$ cat src/rtl/tbpa_pkg.sv
`default_nettype none
package tbpa_pkg;

    localparam int MEM_BYTES  = 32768;
    localparam int NUM_BLOCKS = 190;

    // Fixed block sequence: descriptors first, then buffers by growing size.
    localparam int SEQ_BLOCKS = 190;
    localparam int PLACED     = (NUM_BLOCKS < SEQ_BLOCKS) ? NUM_BLOCKS : SEQ_BLOCKS;
    localparam int QH_END     = 40;
    localparam int QTD_END    = QH_END + 80;
    localparam int ITD_END    = QTD_END + 20;
    localparam int SITD_END   = ITD_END + 32;
    localparam int B64_END    = SITD_END + 8;
    localparam int B256_END   = B64_END + 4;
    localparam int B512_END   = B256_END + 2;
    localparam int B2K_END    = B512_END + 2;

    localparam int DESC_ALIGN_BITS = 5;
    localparam int PERIODIC_SHIFT  = 2;

    localparam int IDX_W   = (NUM_BLOCKS > 1) ? $clog2(NUM_BLOCKS) : 1;
    localparam int OFF_W   = $clog2(MEM_BYTES + 16384);
    localparam int SIZE_W  = 13;
    localparam int NCHUNK  = (NUM_BLOCKS + 15) / 16;

    localparam int CFG_W   = 11;
    localparam int DSZ_W   = 9;

    localparam logic [1:0] CMD_ALLOC  = 2'd0;
    localparam logic [1:0] CMD_FREE   = 2'd1;
    localparam logic [1:0] CMD_LOOKUP = 2'd2;
    localparam logic [1:0] CMD_BUILD  = 2'd3;

    localparam logic [2:0] TYPE_QHEAD  = 3'd0;
    localparam logic [2:0] TYPE_QTD    = 3'd1;
    localparam logic [2:0] TYPE_ITD    = 3'd2;
    localparam logic [2:0] TYPE_SITD   = 3'd3;
    localparam logic [2:0] TYPE_BUFFER = 3'd4;
    localparam logic [2:0] TYPE_NONE   = 3'd7;

    localparam logic [1:0] ST_OK        = 2'd0;
    localparam logic [1:0] ST_FAIL      = 2'd1;
    localparam logic [1:0] ST_NOT_BUILT = 2'd2;

    localparam logic [2:0] CFG_PERIODIC = 3'd0;
    localparam logic [2:0] CFG_QHEAD    = 3'd1;
    localparam logic [2:0] CFG_QTD      = 3'd2;
    localparam logic [2:0] CFG_ITD      = 3'd3;
    localparam logic [2:0] CFG_SITD     = 3'd4;

    typedef enum logic [1:0] {
        RK_OK,
        RK_FAIL,
        RK_NOT_BUILT,
        RK_BUILD_OK
    } res_kind_t;

    typedef struct packed {
        logic [1:0]  cmd;
        logic [2:0]  blk_type;
        logic [15:0] req_size;
        logic [14:0] blk_addr;
    } in_item_t;

    typedef struct packed {
        logic [1:0]  status;
        logic [7:0]  blk_index;
        logic [14:0] blk_offset;
        logic [12:0] blk_bytes;
    } out_item_t;

    typedef struct packed {
        logic      in_load;
        logic      build_start;
        logic      build_step;
        logic      build_done;
        logic      alloc_a;
        logic      alloc_b;
        logic      alloc_c;
        logic      scan_clr;
        logic      rd_en;
        logic      rd_sel_hit;
        logic      out_load;
        res_kind_t res_kind;
    } ctrl_cmd_t;

    typedef struct packed {
        logic [1:0] op;
        logic       layout_valid;
        logic       build_fail;
        logic       build_last;
        logic       hit_any;
        logic       match;
        logic       scan_last;
        logic       out_free;
    } dp_stat_t;

    function automatic logic [2:0] type_of(input int unsigned i);
        logic [2:0] t;
        if (i >= PLACED)        t = TYPE_NONE;
        else if (i < QH_END)    t = TYPE_QHEAD;
        else if (i < QTD_END)   t = TYPE_QTD;
        else if (i < ITD_END)   t = TYPE_ITD;
        else if (i < SITD_END)  t = TYPE_SITD;
        else                    t = TYPE_BUFFER;
        return t;
    endfunction

    function automatic logic [SIZE_W-1:0] buf_bytes_of(input int unsigned i);
        logic [SIZE_W-1:0] s;
        if (i < B64_END)        s = SIZE_W'(64);
        else if (i < B256_END)  s = SIZE_W'(256);
        else if (i < B512_END)  s = SIZE_W'(512);
        else if (i < B2K_END)   s = SIZE_W'(1024 * 2);
        else                    s = SIZE_W'(1024 * 4);
        return s;
    endfunction

endpackage
`default_nettype wire

$ cat src/rtl/tbpa_ctrl.sv
`default_nettype none
module tbpa_ctrl
    import tbpa_pkg::*;
(
    input  wire logic      aclk,
    input  wire logic      aresetn,
    input  wire logic      s_valid,
    output logic           s_ready,
    input  wire dp_stat_t  stat,
    output ctrl_cmd_t      cmd
);

    typedef enum logic [3:0] {
        S_IDLE,
        S_DISPATCH,
        S_BUILD_INIT,
        S_BUILD,
        S_ALLOC_A,
        S_ALLOC_B,
        S_ALLOC_C,
        S_ALLOC_D,
        S_SCAN_INIT,
        S_SCAN_PRIME,
        S_SCAN,
        S_RESP
    } state_t;

    state_t    state_reg, state_next;
    res_kind_t kind_reg, kind_next;

    always_comb begin
        state_next = state_reg;
        kind_next  = kind_reg;
        cmd        = '0;
        cmd.res_kind = kind_reg;
        s_ready    = (state_reg == S_IDLE);
        unique case (state_reg)
            S_IDLE: begin
                cmd.in_load = s_valid;
                if (s_valid) begin
                    state_next = S_DISPATCH;
                end
            end
            S_DISPATCH: begin
                priority if (stat.op == CMD_BUILD) begin
                    state_next = S_BUILD_INIT;
                end else if (!stat.layout_valid) begin
                    kind_next  = RK_NOT_BUILT;
                    state_next = S_RESP;
                end else if (stat.op == CMD_ALLOC) begin
                    state_next = S_ALLOC_A;
                end else begin
                    state_next = S_SCAN_INIT;
                end
            end
            S_BUILD_INIT: begin
                cmd.build_start = 1'b1;
                state_next      = S_BUILD;
            end
            S_BUILD: begin
                cmd.build_step = 1'b1;
                priority if (stat.build_fail) begin
                    kind_next  = RK_FAIL;
                    state_next = S_RESP;
                end else if (stat.build_last) begin
                    cmd.build_done = 1'b1;
                    kind_next      = RK_BUILD_OK;
                    state_next     = S_RESP;
                end else begin
                    state_next = S_BUILD;
                end
            end
            S_ALLOC_A: begin
                cmd.alloc_a = 1'b1;
                state_next  = S_ALLOC_B;
            end
            S_ALLOC_B: begin
                cmd.alloc_b = 1'b1;
                state_next  = S_ALLOC_C;
            end
            S_ALLOC_C: begin
                cmd.alloc_c = 1'b1;
                state_next  = S_ALLOC_D;
            end
            S_ALLOC_D: begin
                if (stat.hit_any) begin
                    cmd.rd_en      = 1'b1;
                    cmd.rd_sel_hit = 1'b1;
                    kind_next      = RK_OK;
                end else begin
                    kind_next = RK_FAIL;
                end
                state_next = S_RESP;
            end
            S_SCAN_INIT: begin
                cmd.scan_clr = 1'b1;
                state_next   = S_SCAN_PRIME;
            end
            S_SCAN_PRIME: begin
                cmd.rd_en  = 1'b1;
                state_next = S_SCAN;
            end
            S_SCAN: begin
                priority if (stat.match) begin
                    kind_next  = RK_OK;
                    state_next = S_RESP;
                end else if (stat.scan_last) begin
                    kind_next  = RK_FAIL;
                    state_next = S_RESP;
                end else begin
                    cmd.rd_en = 1'b1;
                end
            end
            S_RESP: begin
                cmd.out_load = stat.out_free;
                if (stat.out_free) begin
                    state_next = S_IDLE;
                end
            end
            default: begin
                state_next = S_IDLE;
            end
        endcase
    end

    always_ff @(posedge aclk) begin
        if (!aresetn) begin
            state_reg <= S_IDLE;
            kind_reg  <= RK_FAIL;
        end else begin
            state_reg <= state_next;
            kind_reg  <= kind_next;
        end
    end

endmodule
`default_nettype wire

$ cat config.mk
export PLATFORM = sky130hd
export DESIGN_NAME = tbpa_ctrl
export DESIGN_NICKNAME = d
export VERILOG_FILES = /design/src/rtl/tbpa_pkg.sv /design/src/rtl/tbpa_ctrl.sv
export SDC_FILE = /design/constraint.sdc
export NUM_CORES = 1
export LEC_CHECK = 0
export BUFFER_PORTS_ARGS = -buffer_cell sky130_fd_sc_hd__buf_2
export CORE_MARGIN = 1.5
export CORE_UTILIZATION = 24
export CTS_BUF_LIST = sky130_fd_sc_hd__clkbuf_8
export CTS_CLUSTER_DIAMETER = 30
export DETAILED_ROUTE_END_ITERATION = 16
export GPL_TIMING_DRIVEN = 0
export PLACE_DENSITY = 0.48
export SYNTH_ARGS = -nofsm -noshare
export SYNTH_HDL_FRONTEND = slang
export SYNTH_SLANG_ARGS = --single-unit
$ cat constraint.sdc
create_clock -name aclk -period 3.9 [get_ports aclk]
set_input_delay 0.39 -clock aclk [delete_from_list [all_inputs] [get_ports aclk]]
set_output_delay 0.39 -clock aclk [all_outputs]
set_load 0.02 [all_outputs]
After elaboration in Yosys (flattened, before gate mapping)
Index checks and enable logic that the tools add are counted.
{ "op_classes": {"n_eq_ne": 18, "muxes": 33, "reduce_logical": 5} }
{ "ops": {"columns": ["cell", "count"], "rows": [
  ["case mux 4 bit (12 select lines)", 1],
  ["two-way mux 4 bit", 9],
  ["equality test 4 x 3 -> 1 bit, second input constant", 4],
  ["equality test 4 bit, second input constant", 4],
  ["two-way mux 2 bit", 8],
  ["two-way mux 1 bit", 13],
  ["equality test 4 x 2 -> 1 bit, second input constant", 2],
  ["!= test 2 bit, second input constant", 4],
  ["case mux 2 bit (4 select lines)", 1],
  ["!= test 3 bit, second input constant", 2],
  ["AND reduction 5 bit", 1],
  ["equality test 4 x 1 -> 1 bit, second input constant", 1],
  ["logical NOT 4 bit", 1],
  ["nonzero test 4 bit", 1],
  ["case mux 1 bit (3 select lines)", 1],
  ["AND reduction 3 bit", 1],
  ["equality test 2 bit, second input constant", 1],
  ["logical NOT 2 bit", 1]
]} }
{ "totals": {"reg_bits": 6, "inputBits": 12, "out_inout_bits": 14, "elab_cells": 58} }

Depth between registers and ports, before layout
Gate-level depths: netlist of the first run.
{ "depth": {"word_depth": 5, "mapped_depth": 6, "mapped_depth_nobuf": 4} }

Worst setup path after synthesis of the first run
No wires, ideal clock.
{ "synth_timing": {"path_type": "flip-flop to output port", "startpoint": "reg state_reg[3]", "endpoint": "out cmd[12] (netlist name)", "arrival_ns": 1.364, "required_time_ns": 3.510, "path_slack_ns": 2.146, "stages_incl_launch_ff": 4, "path_buffers": 1, "path_cell_list": "dfxtp_1 -> buf_2 -> nor4_2 -> and2_1"} }
{ "synth_rtl": {"columns": ["item", "line", "rtl"], "rows": [
  ["start: declaration", "tbpa_ctrl.sv:28", "state_t state_reg, state_next;"],
  ["start signal: assignment", "tbpa_ctrl.sv:131", "state_reg <= state_next;"],
  ["end: declaration", "tbpa_ctrl.sv:10", "output ctrl_cmd_t cmd"]
]} }

==> summary by stage, run 1 <==
Synthesis
The number of flops mapped to enable cells by yosys is 0. The proportion of synthesized chip area in sequential cells is approximately a fifth. For this run, asynchronously set or reset flops after synthesis account for 0%. After synthesis, the cell types taking the most area are sky130_fd_sc_hd__dfxtp_1 21%, sky130_fd_sc_hd__nor3_1 8.0%, sky130_fd_sc_hd__nor2_1 6.7%, sky130_fd_sc_hd__nand2_1 4.7%, sky130_fd_sc_hd__o221a_1 4.0%.

For this run, the leading register cell type out of synthesis is sky130_fd_sc_hd__dfxtp_1. The flip-flop and latch count after synthesis is 6. The largest total area in the synthesized netlist belongs to sky130_fd_sc_hd__dfxtp_1. The instance count of the mapped netlist is just under 80. The synthesized cell area is ~560 um^2. In the post-synthesis netlist, the cell with the most instances is sky130_fd_sc_hd__nor2_1. Synthesis instantiated 33 different standard cells from the library. Yosys printed 0 warnings.

The commonest cells after synthesis are 10 x sky130_fd_sc_hd__nor2_1, 9 x sky130_fd_sc_hd__nor3_1, 7 x sky130_fd_sc_hd__nand2_1, 6 x sky130_fd_sc_hd__dfxtp_1. The area share of the largest cell type after synthesis is 21.4%. The per-instance average area after synthesis is 7.30 um^2. The synthesized netlist net count is 89.

Layout
The number of antenna diodes in the final layout is 0. For this run, the post-layout net count is between 100 and 150. The area growth from synthesis to layout is 35.9%. The number of flip-flops in the largest register is 4. The fraction of final layout cells with drive strength greater than 1 is between 30% and 40%.

Setup path
The source of the worst register-to-register timing path is state_reg[2]. The critical path endpoint category is a primary output. The endpoint identified for the worst register-to-register timing path is kind_reg[1]. The critical path goes through buf_6 -> clkbuf_1 -> nand3_1 -> o21ai_0 -> a21o_1 -> buf_2. For this design, the slowest cell found on the critical path is sky130_fd_sc_hd__clkbuf_1.

At the worst endpoint, the required time is between 3 and 4 ns. Together, buffers and inverters on the worst path number 3. The number of cells on the worst reg-to-reg path is 5. STA puts the critical path data arrival time at between 1.5 and 2 ns. The setup check on the worst reg-to-reg path leaves a slack of about 2.3 ns. The worst setup path is of the register to primary output kind. Along the worst path, the maximum fanout reaches 10.

The largest single stage delay on the critical path is 0.34 ns. The element type at the critical path start is a register. Broken down by cell family, the worst path's largest delay share belongs to buffers and inverters.

Timing
Setup repair after global routing left no endpoint under its margin. The minimum clock period after layout is 2.04 ns. The final clock skew is around 0.005 ns. The hold violation total from the final report came to 0. The achievable frequency is around 490 MHz.

The slew of the pin with the lowest slew margin is approximately 0.46 ns. Setup violations remaining at the end of the flow were counted as 0. The max-slew violation count was 0. After routing, the total negative slack on setup checks comes to 0 ns. The worst pin sits at a relative slew slack of between 60% and 70%.

The portion of the clock cycle consumed by the worst path in the final layout is a little over half. After layout, the worst setup slack is approximately 1.9 ns.

Pwr
The proportion of power drawn by the clock network is between 20 and 30%. The total leakage power is between 0.3 and 0.4 nW. For this design the ratio of total power to cell area is between 400 and 500 nW/um^2. The sequential cell fraction of total power is about 26%. Combinational logic burns a little under half of the power.

The switching fraction of total power is around two fifths. The maximum vdd ir drop is approximately 0.23 mV. Internal power comes to between 150 and 200 uW. The net switching component of the power is ~120 uW.

Placed design
The congestion estimate from routability-driven global placement came to 0.742. The quantity of I/O buffers inserted on ports is 25. Detailed placement finished with a half-perimeter wire length of 1.23 mm.

At the placement stage, the worst setup path has a slack of around 2.1 ns.

Floorplan
Row generation in the floorplan step produced 17 rows. The effective utilization at floorplan is between 20% and 30%. In this run the horizontal extent of the chip is ~50 um. Measured along the y axis, the die boundary spans 51.4 um.

26 I/O pins were placed. The core region is 2210 um^2. The area of the die is between 2000 and 3000 um^2.

Clock tree
The buffer type at the clock tree root is sky130_fd_sc_hd__clkbuf_8. Buffers inserted during clock tree synthesis total 3. Gates resized during post-CTS repair numbered 0. The number of buffers inserted to repair setup after CTS is 0. The clock latency reported for the late side of the worst-skew pair is 0.22 ns.

The CTS clock-pin slew for the worst setup and hold paths is approximately 0.040 ns. Counting along the longest clock path gives a buffer depth of 2. The clock drives 6 sinks. The number of buffers added to fix hold violations after cts is 0. The maximum level of the CTS H-tree is 1. The CTS tree is done.

GRT
The met1 track utilization from global routing is between 10% and 20%. For this run the aggregate overflow at the end of global routing stands at 0. Entering global routing, the biggest net connects 11 pins. The via count of the first global-routing pass is around 600.

The initial antenna violation count was 0. The routing usage on met2 is approximately 20%. The wire length of the first global-routing pass is between 2 and 3 mm. The combined global-route utilization of all metal layers is 13.3%. For this run, global-route usage on met3 was measured as slightly below 5%. The busiest metal layer after global routing is met2.

Route
The average via count per standard cell is around 5. For this block, the routed nets add up to about 1.6 mm of wire. In the final routed layout, each cell accounts on average for between 10 and 15 um.

The number of nets with antenna violations after routing is 0. After the first detailed-routing iteration, the DRC count stood at 21. In the routed design, unresolved DRC markers number 0. The overall via count from detail_route is 680.

For this run, the detailed router's first-pass iteration total came to 4.

Run
The max-cap check violation count is 0.

Min path
The origin of the worst min-delay path is aresetn. The worst-case hold path end point is state_reg[0]. The cell count of the worst hold path is 3. The path class of the tightest hold or removal check is input pin to register.

Status
The flow ran to the end, and the final reports show no timing, DRC or antenna violations.
power groups by stage:
| stage | clock (mW) | combinational, mW | sequential [mW] |
|---|---|---|---|
| after CTS | 0.0958 | 0.146 | 0.0824 |
| after global placement | 0 | 0.147 | 0.0830 |
| after global routing | 0.101 | 0.159 | 0.0844 |
| after floorplan | 0 | 0.101 | 0.0859 |
| final | 0.0932 | 0.145 | 0.0823 |
| after detailed placement | 0 | 0.146 | 0.0832 |
metrics by stage:
stage | std cells | total power [mW] | utilization, % | instance area (um^2) | hold slack (ns)
global placement | 130 | 0.230 | 32.6 | 722 | 0.498
CTS | 133 | 0.325 | 34.5 | 763 | 0.421
floorplan | 77 | 0.187 | - | 562 | 0.493
finish | 133 | 0.321 | 34.5 | 763 | 0.433
global route | 133 | 0.345 | 34.5 | 763 | 0.457
detailed placement | 130 | 0.229 | 32.6 | 722 | 0.504
routing by layer:
metal | routed length [um] | up-vias | part of all wire [%]
met3 | 124 | 2 | 8.0
met5 | 0 | - | 0
met1 | 721 | 300 | 46
li1 | - | 344 | -
met2 | 699 | 34 | 45
met4 | 12 | 0 | 0.77
worst max path at each step:
stage | end | cells after the start | slack [ns] | start
after floorplan | cmd[12] | 3 | 2.15 | state_reg[3]
after global placement | cmd[4] | 6 | 2.14 | state_reg[3]
after detailed placement | cmd[4] | 6 | 2.11 | state_reg[3]
after CTS | cmd[4] | 6 | 1.87 | state_reg[2]
after global routing | cmd[4] | 6 | 1.70 | state_reg[2]
final | cmd[4] | 6 | 1.86 | state_reg[2]
layout by cell type (no fill, tap or decap), types with 2 or more instances in the layout:
cell / netlist / layout
sky130_fd_sc_hd__buf_2: 4 / 29
sky130_fd_sc_hd__nor2_1: 10 / 10
sky130_fd_sc_hd__nor3_1: 9 / 9
sky130_fd_sc_hd__nand2_1: 7 / 7
sky130_fd_sc_hd__dfxtp_1: 6 / 6
sky130_fd_sc_hd__inv_1: 4 / 4
sky130_fd_sc_hd__nand2b_1: 3 / 3
sky130_fd_sc_hd__nand3_1: 3 / 3
sky130_fd_sc_hd__a21oi_1: 3 / 3
sky130_fd_sc_hd__clkbuf_8: 0 / 3
sky130_fd_sc_hd__and3b_1: 2 / 2
sky130_fd_sc_hd__a21o_1: 2 / 2
sky130_fd_sc_hd__and2_1: 2 / 2
sky130_fd_sc_hd__o221a_1: 2 / 2
kinds of logic after synthesis:
group           Yosys count  synth area share [%]
compound gates           17                  23.4
buf+inv                  10                  8.91
flops                     6                  21.4
mux                       1                  1.78
simple gates             43                  44.5
tightest hold or removal path, delay by kind of cell:
kind            cells  cell delay, ns
compound gates      1            0.05
buf+inv             1            0.13
simple gates        1            0.06
final cells by class:
| class | count | area (um^2) |
|---|---|---|
| Multi-Input combinational cell | 61 | 392 |
| Buffer | 6 | 35.0 |
| Timing Repair Buffer | 25 | 125 |
| Sequential cell | 6 | 120 |
| Inverter | 4 | 15.0 |
| Tap cell | 28 | 35.0 |
| Clock buffer | 3 | 41.3 |
| Fill cell | 253 | 1450 |
Note: power is estimated with default switching activity, not from simulation.
==> run 2: changes to the inputs <==
Settings changed: PLACE_DENSITY 0.48 to 0.49.
Clock period 3.9 ns to 1.65 ns, I/O delays scaled along.
==> run 2 against run 1 <==
Register-to-register slack got worse by 2.2 ns. Wire length increased by 13%. Critical path type unchanged. Die area unchanged. Non-clock buffer count increased by 4. Cell count increased by 3.0%. Cell area increased by 6.2%. Sequential share of layout area decreased by 0.61 points. Critical path depth unchanged.
==> summary by stage, run 2 (synthesis gave the netlist of run 1 again) <==
Route
The number of DRC violations after detailed-routing iteration 0 is 7. Summed over all layers, the routed wires come to 1.76 mm. The average wire per standard cell is between 10 and 15 um. The overall via count from detail_route is 701. Once detail routing completed, the nets flagged for antenna violations numbered 0.

Using the TritonRoute via totals, the vias-per-cell ratio works out to between 5 and 6. The first-pass detailed-route iteration total is 4. The final routed DRC violation total is 0.

Setup path
The data arrival at the endpoint of the critical path is 1.42 ns. The source of the worst register-to-register timing path is state_reg[0]. The critical path goes through buf_6 -> clkbuf_4 -> nand3_1 -> o21ai_0 -> a21o_1 -> buf_4. Together, buffers and inverters on the worst path number 3. The worst setup path startpoint is state_reg[2]. The setup slack of the worst register-to-register path is ~0.13 ns.

The cell type group with the largest total delay on the critical path is buffers and inverters. The setup path with the least slack is of type register to primary output. The element type at the critical path start is a register. Data on the critical path is required at its endpoint by about 1.5 ns. The critical path endpoint category is a primary output. For this run, the slowest stage of the critical path takes about 0.32 ns. The maximum fanout along the worst path is 10. On the critical path, the stage with the largest delay is an instance of sky130_fd_sc_hd__dfxtp_1.

Floorplan
The die outline width is between 50 and 60 um. The initialized floorplan defines 17 standard-cell rows. The area of the die is roughly 2600 um^2. The die boundary height is between 50 and 60 um. The effective utilization at floorplan is about a quarter. The floorplan step defined a core boundary enclosing ~2200 um^2. During I/O placement, the number of pins put on the boundary was 26.

Pwr
The power per standard cell area is just under 1000 nW/um^2. The maximum vdd ir drop is around 0.48 mV. In this run the static leakage power is around 0.38 nW.

GRT
Summed over all layers, the global routing overflow is 0. The wire length of the first global-routing pass is ~2.8 mm. The initial antenna violation count is 0. The via count of the first global-routing pass is 625. The combined global-route utilization of all metal layers is between 10% and 20%. The pin count of the biggest net entering global routing is 11.

Run
The max-cap check violation count is 0.

Clock tree
The maximum level of the CTS H-tree is 1. CTS placed an instance of sky130_fd_sc_hd__clkbuf_8 at the clock tree root. The clock buffer count from CTS is 3. For this design, the CTS-stage hold fixing added 0 buffers. The CTS clock-pin slew for the worst setup and hold paths is roughly 0.040 ns. CTS saw 6 sinks. Clock latency on the worst-skew pair, taken at its later pin, is 0.23 ns.

The number of buffers on the longest clock path is 2. The CTS tree is done.

Timing
The final critical path takes up a little over nine tenths of the cycle. The minimum clock period after layout is 1.58 ns. Based on the critical path, the design can be clocked at up to 632 MHz.

Clock skew on the completed layout was measured at around 0.003 ns. The worst max-slew margin expressed relative to the limit is 69.9%. The slew of the pin with the lowest slew margin is ~0.45 ns. After routing, the total negative slack on setup checks comes to 0 ns. The hold violation total from the final report is 0.

The max-slew violation count is 0. The total setup violations reported at the end of the flow is 0.

Layout
Leaving out fill and tap cells, the most frequent cells in the layout are 26 x sky130_fd_sc_hd__buf_2, 10 x sky130_fd_sc_hd__nor2_1, 9 x sky130_fd_sc_hd__nor3_1, 7 x sky130_fd_sc_hd__nand2_1, 5 x sky130_fd_sc_hd__buf_4. The number of flip-flops in the largest register is 4. After the last flow step, the layout net total stands at 123. The number of antenna cells inserted is 0. The library cell used most frequently in the layout, excluding fill and tap cells, is sky130_fd_sc_hd__buf_2. From synthesis to final layout, the design area changed by 44.3%.

The final instance area is just over 800 um^2. The fraction of final layout cells with drive strength greater than 1 is 40.4%. Leaving out filler cells and counting taps, the final layout contains 137.

Placed design
The count of placed standard cells including taps is between 100 and 150. The placer's final routability congestion estimate is approximately 0.81. In this run the tool buffered the top-level ports with 25 buffer cells. Detailed placement ended at an HPWL of 1.34 mm.

The placed instances occupy a cell area of about 720 um^2.

Status
The flow ran to the end, and the final reports show no timing, DRC or antenna violations.

Min path
The worst hold path class is input pin to register. The origin of the worst min-delay path is aresetn.
==> run 2: cell count changes in the layout (fill, tap and decap cells not counted), sizes merged <==
cell    previous run  this run
buf               30        33
clkbuf             4         5
==> run 2: per-stage QoR <==
step	power, mW	utilization (%)	hold WS [ns]	worst slack (ns)
after floorplan	0.442	-	0.268	0.0168
after global placement	0.543	32.6	0.431	0.0922
after detailed placement	0.545	32.6	0.437	0.0843
after global routing	0.846	36.7	0.231	-0.00409
after CTS	0.793	36.3	0.211	0.00737
final	0.797	36.7	0.212	0.0669
==> run 2: worst paths after layout <==
| kind | endpoint | depth (start not counted) |
|---|---|---|
| min reg2reg | kind_reg[0] | 2 |
| max | cmd[4] | 6 |
| min | state_reg[0] | 3 |
| max reg2reg | state_reg[0] | 5 |
==> run 2: tightest hold or removal path, cell delays in order <==
cell and delay, ns:
sky130_fd_sc_hd__buf_2 0.12, sky130_fd_sc_hd__nand2_1 0.06, sky130_fd_sc_hd__o41ai_1 0.06
==> run 2: power breakdown <==
| group | leakage [nW] | total, mW | switching (mW) | internal, mW |
|---|---|---|---|---|
| combinational | 0.310 | 0.374 | 0.216 | 0.159 |
| sequential | 0.0501 | 0.197 | 0.0251 | 0.172 |
| clock | 0.0216 | 0.225 | 0.0677 | 0.157 |
| total | 0.381 | 0.797 | 0.309 | 0.488 |
==> run 2: layout make-up <==
type / count / area (um^2)
buffer: 6 / 47.5
clock buffer: 3 / 41.3
fill: 266 / 1400
inverter: 4 / 15.0
multi-input combinational: 61 / 392
sequential: 6 / 123
tap: 28 / 35.0
timing repair buffer: 29 / 158
==> run 2: routing by layer <==
| layer | global-route usage [%] | vias up | share of wire, % |
|---|---|---|---|
| met5 | 0 | - | 0 |
| met4 | 2.63 | 0 | 0.74 |
| met2 | 23.3 | 30 | 46 |
| met1 | 19.3 | 320 | 45 |
| li1 | - | 349 | - |
| met3 | 4.39 | 2 | 7.9 |
==> run 2: timing repair <==
action | 4_1_cts | 5_1_grt
pin swaps | 1 | 0
resized for setup | 4 | 5
buffers inserted | 4 | 0
setup endpoints to repair | 1 | 1
cloned | 0 | 0
==> run 3: changes to the inputs <==
Settings changed: CELL_PAD_IN_SITES_DETAIL_PLACEMENT from default to 0, CELL_PAD_IN_SITES_GLOBAL_PLACEMENT from default to 1, PLACE_DENSITY 0.49 to 0.66, RECOVER_POWER from default to 50.
==> run 3 against run 2 <==
Sequential power grew 2%. Largest power group unchanged. Setup slack lost 0.0051 ns. Cell count is the same. Total power grew 0.55%. Clock power shrank 3%. Utilization grew 0.40 points. Global-route usage shrank 0.43 points. Register-to-register slack lost 0.03 ns. Flip-flop and latch count is the same. Critical path depth shrank 1. Critical path type unchanged.
==> summary by stage, run 3 (synthesis gave the netlist of run 1 again) <==
Setup path
The number of buffers and inverters on the critical path is 2. Walking the worst path, the cells encountered are buf_4 -> nand3_1 -> o21ai_1 -> a21o_1 -> buf_6. In this design, the largest share of critical-path delay is due to flip-flops. The data arrival at the endpoint of the critical path is around 1.4 ns.

Data on the critical path is required at its endpoint by 1.48 ns. Of all nets on the critical path, the largest fanout is 10. The cell with the largest stage delay on the worst path is sky130_fd_sc_hd__dfxtp_1. The path type of the worst setup path is register to primary output. STA classifies the critical path startpoint as a register.

For this run, the slowest stage of the critical path takes 0.49 ns. The critical path endpoint category is a primary output.

Pwr
Combinational cells account for between 40% and 50% of the total power. The maximum vdd ir drop is ~0.5 mV. The internal power is around 500 uW.

Power comes to roughly 800 uW. Per report_power, the sequential group accounts for 25.1% of the total. The proportion of power drawn by the clock network is a little over a quarter. The total leakage power is ~0.38 nW. In this run the power density over the cells is around 980 nW/um^2. The net switching component of the power is just over 300 uW. The switching fraction of total power is 38.1%.

Clock tree
Counting every sink on the clock net gives 6. The clock latency reported for the late side of the worst-skew pair is between 0.2 and 0.25 ns. The maximum level of the CTS H-tree is 1. The CTS tree is done. The number of buffers on the longest clock path is 2.

In this run, post-CTS hold repair placed 0 buffers. The root buffer cell chosen for the clock tree is sky130_fd_sc_hd__clkbuf_8. The CTS clock-pin slew for the worst setup and hold paths is 0.03 ns. The clock buffer count from CTS is 3.

Layout
In the layout the commonest cells are 24 x sky130_fd_sc_hd__buf_2, 10 x sky130_fd_sc_hd__nor2_1, 9 x sky130_fd_sc_hd__nor3_1, 7 x sky130_fd_sc_hd__nand2_1. The number of nets in the layout is 123. The final instance area is between 800 and 900 um^2. Leaving out filler cells and counting taps, the final layout contains roughly 140. The final design utilization is about 37%.

The number of antenna cells inserted is 0. Compared with the post-synthesis result, the final layout area differs by 45.9%. The register with the most flip-flops in the layout has 4 of them. The fraction of final layout cells with drive strength greater than 1 is roughly 38%.

The most frequent standard cell in the layout excluding fill and tap cells is sky130_fd_sc_hd__buf_2. The filler cell count in the final layout is between 200 and 300.

Status
The run finished with clean final reports.

Timing
Setup repair after global routing could not meet its margin everywhere. Measured against its own limit, the worst slew margin works out to between 70 and 80%. The achievable frequency is 630 MHz. The routed design could run at a clock period as short as 1.59 ns. The max-slew violation count is 0. Setup violations remaining at the end of the flow were counted as 0. At the pin with the least slew margin, the transition time is 0.373 ns.

The final critical-path setup slack is a little over 0.06 ns. The hold violation total from the final report is 0. The final clock skew is 0.00407 ns. The portion of the clock cycle consumed by the worst path in the final layout is roughly 96%.

GRT
The via count of the first global-routing pass is roughly 640. The combined global-route utilization of all metal layers is roughly 14%. The initial antenna violation count came to 0. The pin count of the biggest net entering global routing is 11. The total congestion overflow after global routing is 0. The wire length of the first global-routing pass is roughly 2.8 mm.

Floorplan
The die covers 2640 um^2. The standard cell core area is approximately 2200 um^2. In this run the vertical extent of the chip is about 50 um.

The die outline width is 51.4 um. The I/O pin count is 26. For this configuration, the core starts out at a cell density of between 20% and 30%. After floorplanning, the core was divided into 17 placement rows.

Run
The max-cap check violation count is 0.

Placed design
The count of buffers added on input and output ports is 25. The total half-perimeter wirelength after legalization and detailed placement is roughly 1.2 mm. The congestion estimate from routability-driven global placement came to approximately 0.8.

In this run, placement finished with an instance count of 130. The worst slack after detailed placement is between 0.08 and 0.09 ns. In this run the cell area measured after placement is about 720 um^2.

Route
The number of DRC violations after detailed-routing iteration 0 is 4. The routed layout has slightly below 700 vias. In the final routed layout, each cell accounts on average for between 10 and 15 um. The total detailed-routing wirelength is roughly 1.7 mm. Before antenna repair, the detailed router went through 4 iterations.

The average via count per standard cell is 4.95. The detail route stage leaves a number of antenna-violating nets equal to 0. The final routed DRC violation total is 0.

Min path
In this run the worst hold path is classified as input pin to register.
[run 3: worst register-to-register path: stages (launching register included)]
cell and delay [ns]:
sky130_fd_sc_hd__dfxtp_2 0.32, sky130_fd_sc_hd__buf_6 0.11, sky130_fd_sc_hd__buf_4 0.13, sky130_fd_sc_hd__buf_4 0.16, sky130_fd_sc_hd__nand3b_1 0.17, sky130_fd_sc_hd__o221a_1 0.15, sky130_fd_sc_hd__nor3_2 0.24, sky130_fd_sc_hd__mux2i_1 0.20
[run 3: through the flow]
stage	TNS, ns	hold WS (ns)
floorplan	0	0.268
finish	0	0.220
global placement	0	0.441
CTS	0	0.219
detailed placement	0	0.446
global route	-0.0316	0.234
[run 3: layout make-up]
cell class / instances / area [um^2] / area share, %
inverter: 4 / 15.0 / 1.83
timing repair buffer: 29 / 159 / 19.4
buffer: 6 / 47.5 / 5.80
sequential: 6 / 121 / 14.8
tap: 28 / 35.0 / 4.27
clock buffer: 3 / 41.3 / 5.04
multi-input combinational: 61 / 400 / 48.9
[run 3: worst paths after layout]
| kind | startpoint | end | slack [ns] | cells after the start |
|---|---|---|---|---|
| setup / recovery | state_reg[1] | cmd[4] | 0.06 | 5 |
| hold / removal | aresetn | state_reg[0] | 0.22 | 3 |
| setup reg to reg | state_reg[3] | kind_reg[0] | 0.10 | 7 |
| hold reg to reg | kind_reg[0] | kind_reg[0] | 0.51 | 2 |
[run 3: per-layer routing]
layer	share of wire [%]	vias to the layer above	track usage, %
li1	-	347	-
met1	48	309	18.2
met2	47	22	23.1
met3	5.9	0	5.26
met4	0	0	1.32
met5	0	-	0
[run 3: power by group through the flow]
stage | registers [mW] | clock network (mW) | logic (mW)
after floorplan | 0.203 | 0 | 0.239
final | 0.201 | 0.218 | 0.382
after global placement | 0.196 | 0 | 0.345
after CTS | 0.196 | 0.224 | 0.369
after detailed placement | 0.196 | 0 | 0.345
after global routing | 0.205 | 0.234 | 0.419
[run 3: what timing repair did]
action / 4_1_cts / 5_1_grt
pin swaps: 1 / 2
setup endpoints to repair: 2 / 3
gates resized for setup: 4 / 7
endpoints found under the hold margin: 0 / 0
buffers inserted: 3 / 1
